===== src/sv/erlm_pkg.sv =====
// shared types and codes of the event ready-list manager
package erlm_pkg;

  localparam logic [2:0] OP_ALLOC    = 3'd0;
  localparam logic [2:0] OP_NOTIFY   = 3'd1;
  localparam logic [2:0] OP_CLOSE    = 3'd2;
  localparam logic [2:0] OP_POLL     = 3'd3;
  localparam logic [2:0] OP_LISTEN   = 3'd4;
  localparam logic [2:0] OP_UNLISTEN = 3'd5;

  localparam logic [1:0] ST_OK    = 2'd0;
  localparam logic [1:0] ST_NOFD  = 2'd1;
  localparam logic [1:0] ST_FULL  = 2'd2;
  localparam logic [1:0] ST_EMPTY = 2'd3;

  typedef enum logic [3:0] {
    CMD_NONE,
    CMD_CLEAR,
    CMD_LATCH,
    CMD_RD,
    CMD_EXEC,
    CMD_ALLOC_RD,
    CMD_ALLOC_NEW,
    CMD_ALLOC_FREE,
    CMD_FULL,
    CMD_POLL_RD,
    CMD_POLL_POP,
    CMD_POLL_END
  } cmd_t;

  typedef struct packed {
    logic clear_done;
    logic free_nz;
    logic hm_room;
    logic poll_more;
    logic out_free;
  } sts_t;

endpackage


===== src/sv/erlm_ctrl.sv =====
// sequencer for table operations and the poll walk
module erlm_ctrl import erlm_pkg::*; (
  input  logic       clk,
  input  logic       rst,
  input  logic       in_valid,
  input  logic [2:0] operation,
  input  sts_t       sts,
  output logic       in_stall,
  output cmd_t       cmd
);

  typedef enum logic [2:0] {
    S_CLEAR, S_IDLE, S_READ, S_EXEC, S_ALLOC, S_ALLOC2, S_POLL, S_POP
  } state_t;

  state_t state, state_next;

  always_comb begin
    state_next = state;
    cmd = CMD_NONE;
    unique case (state)
      S_CLEAR: begin
        cmd = CMD_CLEAR;
        if (sts.clear_done) state_next = S_IDLE;
      end
      S_IDLE: begin
        if (in_valid) begin
          cmd = CMD_LATCH;
          unique case (operation)
            OP_ALLOC: state_next = S_ALLOC;
            OP_POLL: state_next = S_POLL;
            OP_NOTIFY, OP_CLOSE, OP_LISTEN, OP_UNLISTEN: state_next = S_READ;
            default: state_next = S_EXEC;
          endcase
        end
      end
      S_READ: begin
        cmd = CMD_RD;
        state_next = S_EXEC;
      end
      S_EXEC: begin
        if (sts.out_free) begin
          cmd = CMD_EXEC;
          state_next = S_IDLE;
        end
      end
      S_ALLOC: begin
        if (sts.free_nz) begin
          cmd = CMD_ALLOC_RD;
          state_next = S_ALLOC2;
        end else if (sts.out_free) begin
          cmd = sts.hm_room ? CMD_ALLOC_NEW : CMD_FULL;
          state_next = S_IDLE;
        end
      end
      S_ALLOC2: begin
        if (sts.out_free) begin
          cmd = CMD_ALLOC_FREE;
          state_next = S_IDLE;
        end
      end
      S_POLL: begin
        if (sts.poll_more) begin
          cmd = CMD_POLL_RD;
          state_next = S_POP;
        end else if (sts.out_free) begin
          cmd = CMD_POLL_END;
          state_next = S_IDLE;
        end
      end
      S_POP: begin
        if (sts.out_free) begin
          cmd = CMD_POLL_POP;
          state_next = S_POLL;
        end
      end
      default: state_next = S_CLEAR;
    endcase
  end

  always_ff @(posedge clk) begin
    if (rst) begin
      state <= S_CLEAR;
      in_stall <= 1'b1;
    end else begin
      state <= state_next;
      in_stall <= (state_next != S_IDLE);
    end
  end

  assert property (@(posedge clk) disable iff (rst)
    (cmd == CMD_LATCH) |-> (state == S_IDLE && !in_stall))
    else $error("item taken outside idle");
  assert property (@(posedge clk) disable iff (rst)
    (state == S_POP) |-> $past(cmd == CMD_POLL_RD || cmd == CMD_NONE))
    else $error("pop without a head read");
  assert property (@(posedge clk) disable iff (rst)
    (state == S_ALLOC2) |-> $past(state == S_ALLOC || state == S_ALLOC2))
    else $error("free-list take out of order");

endmodule


===== src/sv/erlm_dp.sv =====
// descriptor table, ready list, free list and result register
module erlm_dp import erlm_pkg::*; #(
  parameter int DESCRIPTOR_COUNT = 64,
  parameter int MASK_WIDTH = 8,
  parameter int MAX_POLL_EVENTS = 32
) (
  input  logic       clk,
  input  logic       rst,
  input  cmd_t       cmd,
  output sts_t       sts,
  input  logic [2:0] operation,
  input  logic [5:0] descriptor,
  input  logic [7:0] event_mask,
  input  logic [5:0] max_events,
  output logic       out_valid,
  input  logic       out_stall,
  output logic [5:0] out_descriptor,
  output logic [7:0] out_mask,
  output logic [1:0] status,
  output logic       last
);

  localparam int AW = $clog2(DESCRIPTOR_COUNT);
  localparam int CW = $clog2(DESCRIPTOR_COUNT + 1);
  localparam int MW = MASK_WIDTH;
  localparam int LW = $clog2(MAX_POLL_EVENTS + 1);
  localparam int IW = 2 + 2 * MW;

  // entry layout: open, queued, listen, active
  logic [IW-1:0] info_mem [DESCRIPTOR_COUNT];
  logic [AW-1:0] next_mem [DESCRIPTOR_COUNT];
  logic [AW-1:0] prev_mem [DESCRIPTOR_COUNT];
  logic [AW-1:0] free_mem [DESCRIPTOR_COUNT];

  logic [IW-1:0] info_rd;
  logic [AW-1:0] next_rd, prev_rd, free_rd;

  logic [2:0]    op_r;
  logic [AW-1:0] fd_r;
  logic          fd_ok;
  logic [MW-1:0] m_r;
  logic [LW-1:0] lim_r, n_r;
  logic [AW-1:0] clr_idx, head, tail, hm, fhead;
  logic [CW-1:0] cnt, fcnt;
  logic          pend_v;
  logic [AW-1:0] pend_d;
  logic [MW-1:0] pend_m;

  logic          e_open, e_q;
  logic [MW-1:0] e_l, e_a, rm;
  logic          known, live, enq, unl, free_push, hm_dec;
  logic [AW-1:0] ftail;
  logic [LW-1:0] lim_in;

  logic          info_we, next_we, prev_we, free_we, rd_re, free_re;
  logic [AW-1:0] info_wa, next_wa, prev_wa, rd_ra;
  logic [IW-1:0] info_wd;
  logic [AW-1:0] next_wd, prev_wd;
  logic          emit, em_l;
  logic [AW-1:0] em_d;
  logic [MW-1:0] em_m;
  logic [1:0]    em_s;

  assign e_open = info_rd[IW-1];
  assign e_q    = info_rd[IW-2];
  assign e_l    = info_rd[2*MW-1:MW];
  assign e_a    = info_rd[MW-1:0];
  assign rm     = e_l & e_a;

  assign known = (op_r == OP_NOTIFY) || (op_r == OP_CLOSE) ||
                 (op_r == OP_LISTEN) || (op_r == OP_UNLISTEN);
  assign live  = known && fd_ok && e_open;
  assign enq   = live && !e_q &&
                 (((op_r == OP_NOTIFY) && ((e_l & m_r) != '0)) ||
                  ((op_r == OP_LISTEN) && (((e_l | m_r) & e_a) != '0)));
  assign unl   = live && (op_r == OP_CLOSE) && e_q;
  assign hm_dec    = live && (op_r == OP_CLOSE) && (fd_r == hm);
  assign free_push = live && (op_r == OP_CLOSE) && (fd_r != hm) &&
                     (int'(fcnt) < DESCRIPTOR_COUNT);

  always_comb begin
    int t;
    t = int'(fhead) + int'(fcnt);
    if (t >= DESCRIPTOR_COUNT) t = t - DESCRIPTOR_COUNT;
    ftail = AW'(t);
  end

  always_comb begin
    if (max_events == 6'd0) lim_in = LW'(1);
    else if (int'(max_events) > MAX_POLL_EVENTS) lim_in = LW'(MAX_POLL_EVENTS);
    else lim_in = LW'(max_events);
  end

  always_comb begin
    info_we = 1'b0; info_wa = fd_r; info_wd = '0;
    next_we = 1'b0; next_wa = tail; next_wd = fd_r;
    prev_we = 1'b0; prev_wa = fd_r; prev_wd = tail;
    free_we = free_push && (cmd == CMD_EXEC);
    rd_re = 1'b0; rd_ra = fd_r;
    free_re = (cmd == CMD_ALLOC_RD);
    emit = 1'b0; em_d = '0; em_m = '0; em_s = ST_OK; em_l = 1'b1;
    case (cmd)
      CMD_CLEAR: begin
        info_we = 1'b1;
        info_wa = clr_idx;
      end
      CMD_RD: rd_re = 1'b1;
      CMD_EXEC: begin
        emit = 1'b1;
        if (!known) begin
          em_d = '0;
        end else if (!live) begin
          em_d = fd_r;
          em_s = ST_NOFD;
        end else begin
          em_d = fd_r;
          info_we = 1'b1;
          case (op_r)
            OP_NOTIFY: info_wd = {1'b1, e_q | enq, e_l, e_a | m_r};
            OP_LISTEN: info_wd = {1'b1, e_q | enq, e_l | m_r, e_a};
            OP_UNLISTEN: info_wd = {1'b1, e_q, e_l & ~m_r, e_a};
            default: info_wd = '0;
          endcase
          if (enq && cnt != '0) begin
            next_we = 1'b1;
            prev_we = 1'b1;
          end
          if (unl) begin
            next_wa = prev_rd;
            next_wd = next_rd;
            next_we = (head != fd_r);
            prev_wa = next_rd;
            prev_wd = prev_rd;
            prev_we = (tail != fd_r);
          end
        end
      end
      CMD_ALLOC_NEW: begin
        info_we = 1'b1;
        info_wa = hm + AW'(1);
        info_wd = {1'b1, {(IW-1){1'b0}}};
        emit = 1'b1;
        em_d = hm + AW'(1);
      end
      CMD_ALLOC_FREE: begin
        info_we = 1'b1;
        info_wa = free_rd;
        info_wd = {1'b1, {(IW-1){1'b0}}};
        emit = 1'b1;
        em_d = free_rd;
      end
      CMD_FULL: begin
        emit = 1'b1;
        em_s = ST_FULL;
      end
      CMD_POLL_RD: begin
        rd_re = 1'b1;
        rd_ra = head;
      end
      CMD_POLL_POP: begin
        info_we = 1'b1;
        info_wa = head;
        info_wd = {e_open, 1'b0, e_l, e_a & ~rm};
        if (rm != '0 && pend_v) begin
          emit = 1'b1;
          em_d = pend_d;
          em_m = pend_m;
          em_l = 1'b0;
        end
      end
      CMD_POLL_END: begin
        emit = 1'b1;
        if (pend_v) begin
          em_d = pend_d;
          em_m = pend_m;
        end else begin
          em_s = ST_EMPTY;
        end
      end
      default: ;
    endcase
  end

  always_ff @(posedge clk) begin
    if (info_we) info_mem[info_wa] <= info_wd;
    if (next_we) next_mem[next_wa] <= next_wd;
    if (prev_we) prev_mem[prev_wa] <= prev_wd;
    if (free_we) free_mem[ftail] <= fd_r;
    if (rd_re) begin
      info_rd <= info_mem[rd_ra];
      next_rd <= next_mem[rd_ra];
      prev_rd <= prev_mem[rd_ra];
    end
    if (free_re) free_rd <= free_mem[fhead];
  end

  always_ff @(posedge clk) begin
    if (cmd == CMD_LATCH) begin
      op_r  <= operation;
      fd_r  <= AW'(descriptor);
      fd_ok <= (int'(descriptor) < DESCRIPTOR_COUNT);
      m_r   <= MW'(event_mask);
      lim_r <= lim_in;
    end
    if (cmd == CMD_POLL_POP && rm != '0) begin
      pend_d <= head;
      pend_m <= rm;
    end
    if (emit) begin
      out_descriptor <= 6'(em_d);
      out_mask <= 8'(em_m);
      status <= em_s;
      last <= em_l;
    end
  end

  always_ff @(posedge clk) begin
    if (rst) begin
      clr_idx <= '0;
      head <= '0;
      tail <= '0;
      cnt <= '0;
      hm <= '0;
      fhead <= '0;
      fcnt <= '0;
      n_r <= '0;
      pend_v <= 1'b0;
      out_valid <= 1'b0;
    end else begin
      if (emit) out_valid <= 1'b1;
      else if (!out_stall) out_valid <= 1'b0;
      case (cmd)
        CMD_CLEAR: clr_idx <= clr_idx + AW'(1);
        CMD_LATCH: begin
          n_r <= '0;
          pend_v <= 1'b0;
        end
        CMD_EXEC: begin
          if (enq) begin
            if (cnt == '0) head <= fd_r;
            tail <= fd_r;
            cnt <= cnt + CW'(1);
          end
          if (unl) begin
            if (head == fd_r) head <= next_rd;
            if (tail == fd_r) tail <= prev_rd;
            cnt <= cnt - CW'(1);
          end
          if (hm_dec) hm <= hm - AW'(1);
          if (free_push) fcnt <= fcnt + CW'(1);
        end
        CMD_ALLOC_NEW: hm <= hm + AW'(1);
        CMD_ALLOC_FREE: begin
          fhead <= (int'(fhead) + 1 >= DESCRIPTOR_COUNT) ? '0 : fhead + AW'(1);
          fcnt <= fcnt - CW'(1);
        end
        CMD_POLL_POP: begin
          head <= next_rd;
          cnt <= cnt - CW'(1);
          if (rm != '0) begin
            pend_v <= 1'b1;
            n_r <= n_r + LW'(1);
          end
        end
        default: ;
      endcase
    end
  end

  assign sts.clear_done = (int'(clr_idx) == DESCRIPTOR_COUNT - 1);
  assign sts.free_nz    = (fcnt != '0);
  assign sts.hm_room    = (int'(hm) + 1 < DESCRIPTOR_COUNT);
  assign sts.poll_more  = (cnt != '0) && (n_r < lim_r);
  assign sts.out_free   = !out_valid || !out_stall;

  assert property (@(posedge clk) disable iff (rst)
    int'(cnt) < DESCRIPTOR_COUNT)
    else $error("ready list overfull");
  assert property (@(posedge clk) disable iff (rst)
    emit |-> (!out_valid || !out_stall))
    else $error("result overwrites a waiting transfer");
  assert property (@(posedge clk) disable iff (rst)
    (cmd == CMD_POLL_POP) |-> (cnt != '0))
    else $error("pop from empty ready list");

endmodule


===== src/sv/event_ready_list_manager.sv =====
// event ready-list manager top level
// notify/close/listen/unlisten read the descriptor entry before executing;
// poll reads and pops each ready-list entry walked; one item at a time
// the input is stalled until the item's last result sits in the output register
// after reset the descriptor table is cleared while the input is stalled
// results leave through one output register and wait there while stalled
module event_ready_list_manager import erlm_pkg::*; #(
  parameter int DESCRIPTOR_COUNT = 64,
  parameter int MASK_WIDTH = 8,
  parameter int MAX_POLL_EVENTS = 32
) (
  input  logic       clk,
  input  logic       rst,
  input  logic       in_valid,
  output logic       in_stall,
  input  logic [2:0] operation,
  input  logic [5:0] descriptor,
  input  logic [7:0] event_mask,
  input  logic [5:0] max_events,
  output logic       out_valid,
  input  logic       out_stall,
  output logic [5:0] out_descriptor,
  output logic [7:0] out_mask,
  output logic [1:0] status,
  output logic       last
);

  cmd_t cmd;
  sts_t sts;

  erlm_ctrl u_ctrl (
    .clk(clk), .rst(rst), .in_valid(in_valid), .operation(operation),
    .sts(sts), .in_stall(in_stall), .cmd(cmd)
  );

  erlm_dp #(
    .DESCRIPTOR_COUNT(DESCRIPTOR_COUNT),
    .MASK_WIDTH(MASK_WIDTH),
    .MAX_POLL_EVENTS(MAX_POLL_EVENTS)
  ) u_dp (
    .clk(clk), .rst(rst), .cmd(cmd), .sts(sts),
    .operation(operation), .descriptor(descriptor),
    .event_mask(event_mask), .max_events(max_events),
    .out_valid(out_valid), .out_stall(out_stall),
    .out_descriptor(out_descriptor), .out_mask(out_mask),
    .status(status), .last(last)
  );

endmodule

===== config.mk =====
export PLATFORM = sky130hd
export DESIGN_NAME = event_ready_list_manager
export DESIGN_NICKNAME = d
export VERILOG_FILES = /design/src/sv/erlm_pkg.sv /design/src/sv/erlm_ctrl.sv /design/src/sv/erlm_dp.sv /design/src/sv/event_ready_list_manager.sv
export SDC_FILE = /design/constraint.sdc
export NUM_CORES = 2
export LEC_CHECK = 0
export BUFFER_PORTS_ARGS = -buffer_cell sky130_fd_sc_hd__buf_2
export CAP_MARGIN = 40
export CELL_PAD_IN_SITES_DETAIL_PLACEMENT = 0
export CELL_PAD_IN_SITES_GLOBAL_PLACEMENT = 1
export CORE_MARGIN = 4
export CORE_UTILIZATION = 55
export CTS_CLUSTER_SIZE = 28
export DETAILED_ROUTE_END_ITERATION = 8
export GPL_ROUTABILITY_DRIVEN = 1
export PLACE_DENSITY_LB_ADDON = 0.1
export SLEW_MARGIN = 0
export SYNTH_ARGS = -nofsm -noshare
export SYNTH_HDL_FRONTEND = slang
export SYNTH_HIERARCHICAL = 1
export SYNTH_SLANG_ARGS = --single-unit

===== constraint.sdc =====
create_clock -name clk -period 11.1 [get_ports clk]
set_input_delay 1.665 -clock clk [delete_from_list [all_inputs] [get_ports clk]]
set_output_delay 1.665 -clock clk [all_outputs]
set_load 0.02 [all_outputs]

==> impl_metrics.py <==
metrics = {
    "placed_design": {
        "gp_congestion": 0.819,
        "hpwl_um": 152000,
        "io_buffers": 45,
    },
    "cts": {
        "cts_tree": "built",
        "insertion_delay_ns": 0.87,
        "cts.path.max_buffers": 3,
        "cts_resized": 0,
        "cts.sinks": 2450,
        "post-cts-setup-buffers": 0,
        "h-tree-depth": 4,
        "clockRootBuffer": "clkbuf_16",
        "numCtsBuffers": 238,
        "cts_hold_buf": 0,
        "clkTransAtPathRegs_ns": 0.06,
    },
    "worst_setup_path": {
        "cp-start-kind": "flip-flop",
        "cp_slowest_stage_delay_ns": 0.78,
        "crit_type": "reg2reg",
        "slowest_stage": "nor3_1",
        "required_ns": 11.83,
        "cp_common_cell": "buf_4",
        "crit_buf_inv": 5,
        "crit_arrival_ns": 7.81,
        "crit_family": "compound AO/OA/AOI/OAI gates",
        "crit_path_max_fanout": 79,
        "crit_chain": "inv_1, ha_1, a21o_1, a21oi_1, nor2b_1, o21ai_0, nand2b_1, a211oi_1, nor3b_1, o21ai_0, o221ai_1, buf_4, and4bb_2, mux2i_4, buf_12, buf_4, nor2_4, buf_4, a32oi_1, a31oi_1, nor3_1, a32o_1",
        "cp-end-kind": "flip-flop",
    },
    "sta": {
        "tns_ns": 0,
        "maxSlewHeadroom_pct": 36.7,
        "max_freq_mhz": 141,
        "period_needed_ns": 7.08,
        "hold_violations": 0,
        "rsz0062_at_grt": "no",
        "period_share_pct": 63.8,
        "tightest_slew_ns": 0.923,
        "setup_viol": 0,
        "drv_slew": 0,
        "finClkSkew_ns": 0.0411,
    },
    "synthesis": {
        "ys_async_sr_fraction_pct": 0,
        "ys_seq_area_share_pct": 75.1,
        "synth-seq-cells": 2450,
        "synth_ff_type": "edfxtp_1",
        "synth_edf_count": 2394,
        "synthTopCellsByArea": "edfxtp_1 74%, mux4_2 6.0%, nand2_1 4.7%",
        "yosysTopAreaCell": "edfxtp_1",
        "synth_top_area_share_pct": 74.0,
        "synthDistinctLibCells": 74,
        "synth_area_um2": 97200,
        "syn_inst": 6233,
        "synth_area_per_cell_um2": 15.6,
        "syn_nets": 6284,
        "ys_warn_count": 6,
    },
    "final_layout": {
        "layout-drive-gt1-share_pct": 14.8,
        "fill_cells": 12900,
        "final_cell_mix": "2,394 x edfxtp_1, 1,218 x nand2_1, 480 x nand3_1",
        "final_nets": 6405,
        "area_growth_pct": 11.6,
        "final_core_util_pct": 61.6,
        "layout_commonest_cell": "edfxtp_1",
    },
    "power_and_ir_drop": {
        "p_leak_nw": 36.0,
        "power_density_nw_per_um2": 165,
        "ir_drop_uv": 166,
    },
    "drt": {
        "drt_iter0_drc": 7023,
        "wl_um": 256000,
        "wl_per_cell_um": 28.8,
        "post_drt_via_cell_ratio": 6.31,
        "dr.pass1.iters": 6,
        "ant_nets": 0,
        "drcViolationCount": 0,
        "vias": 56100,
    },
    "global_routing": {
        "overflow": 0,
        "grt_pass1_wl_um": 373000,
        "grt_pass1_vias": 54000,
        "grt_use_met1_pct": 40.8,
        "top_usage_layer": "met2",
        "use_met3_pct": 5.81,
        "grt_max_degree": 130,
        "gr-usage-all-layers_pct": 27.6,
        "met2_usage_pct": 42.4,
        "antenna_found_initial": 9,
    },
    "floorplan": {
        "row_count": 154,
        "pin_count": 46,
        "start_util_pct": 55.2,
        "die_x_um": 428,
        "die_h_um": 428,
        "core_area_um2": 176000,
        "die-area_um2": 183000,
    },
    "hold_path": {
        "hold_path.class": "reg2reg",
    },
    "run_status": {
        "outcome": "finished, final reports clean",
    },
    "flow_run": {
        "cap_violations": 0,
    },
}
-- final timing paths --
| path | slack, ns | startpoint | cells after the start | end |
|---|---|---|---|---|
| setup reg to reg | 4.02 | u_dp/lim_r[1] | 22 | u_dp/info_rd[6] |
| setup / recovery | 4.02 | u_dp/lim_r[1] | 22 | u_dp/info_rd[6] |
| hold / removal | 0.51 | u_dp/n_r[1] | 2 | u_dp/n_r[1] |
| hold reg to reg | 0.51 | u_dp/n_r[1] | 2 | u_dp/n_r[1] |
-- layer usage --
metal / routed length (µm) / share of wire, %
met4: 6350 / 2.5
met1: 106000 / 41
met3: 24400 / 9.5
met5: 12 / 0.0047
met2: 119000 / 47
-- sequential cells by signal (all words and copies together), names as in the netlist, 8 cells and up --
| register | cells |
|---|---|
| u_dp/prev_mem | 384 |
| u_dp/m_r | 8 |
| u_dp/info_mem | 1152 |
| u_dp/free_mem | 384 |
| u_dp/info_rd | 18 |
| u_dp/next_mem | 384 |
| u_dp/pend_m | 8 |
| u_dp/out_mask | 8 |
-- cell usage after synthesis (56+ instances only) --
library cell / count
nand3_1: 480
nand2_1: 1219
o21ai_0: 60
mux4_2: 261
a22oi_1: 70
a31oi_1: 169
nor2_1: 349
dfxtp_1: 56
nand4_1: 66
a32oi_1: 133
edfxtp_1: 2394
clkbuf_1: 179
mux2i_1: 144
buf_2: 125
-- layout make-up --
type / instances / area [µm²] / area share, %
Antenna cell: 1 / 2.50 / 0.00231
Inverter: 42 / 158 / 0.145
Clock buffer: 302 / 6330 / 5.84
Tap cell: 2340 / 2930 / 2.70
Sequential cell: 2450 / 73000 / 67.3
Timing Repair Buffer: 248 / 2160 / 1.99
Clock inverter: 132 / 1080 / 0.993
Multi-Input combinational cell: 3374 / 22800 / 21.0
-- cell families (layout without fill, tap and decap cells) --
group                      after synthesis  after routing  share of synthesized area, %
xor gates and xnor gates                59             59                         0.532
AOI/OAI and AO/OA                      616            616                          4.57
muxes                                  417            417                          7.71
and+or+nand+nor                       2258           2258                          9.90
adders and majority gates               24             24                         0.324
DFF                                   2450           2450                          75.1
other                                    0              1                             0
buffers and inverters                  409            724                          1.85
-- worst min-delay path: cells and delay by family (launching register included) --
family           cells  cell delay (ns)
flip-flops           1             0.33
AND/OR/NAND/NOR      1             0.07
AO/OA/AOI/OAI        1             0.06
-- stage by stage --
step | total power [mW] | hold WS, ns | cells | cell area [µm²] | setup WS (ns)
after global placement | 10.3 | 0.493 | 8414 | 100000 | 3.64
final | 17.9 | 0.512 | 8889 | 108000 | 4.02
after CTS | 18.0 | 0.516 | 8884 | 108000 | 4.05
after floorplan | 10.3 | 0.462 | 6233 | 97200 | 5.70
after global routing | 18.4 | 0.541 | 8888 | 108000 | 3.42
after detailed placement | 10.3 | 0.506 | 8450 | 101000 | 4.03
-- power breakdown --
group	switching, mW	total, mW	internal [mW]
clock network	3.37	7.76	4.39
registers	0.00661	10.0	10.0
logic	0.0517	0.0709	0.0192
No activity file was read; power rests on OpenSTA's default activity.
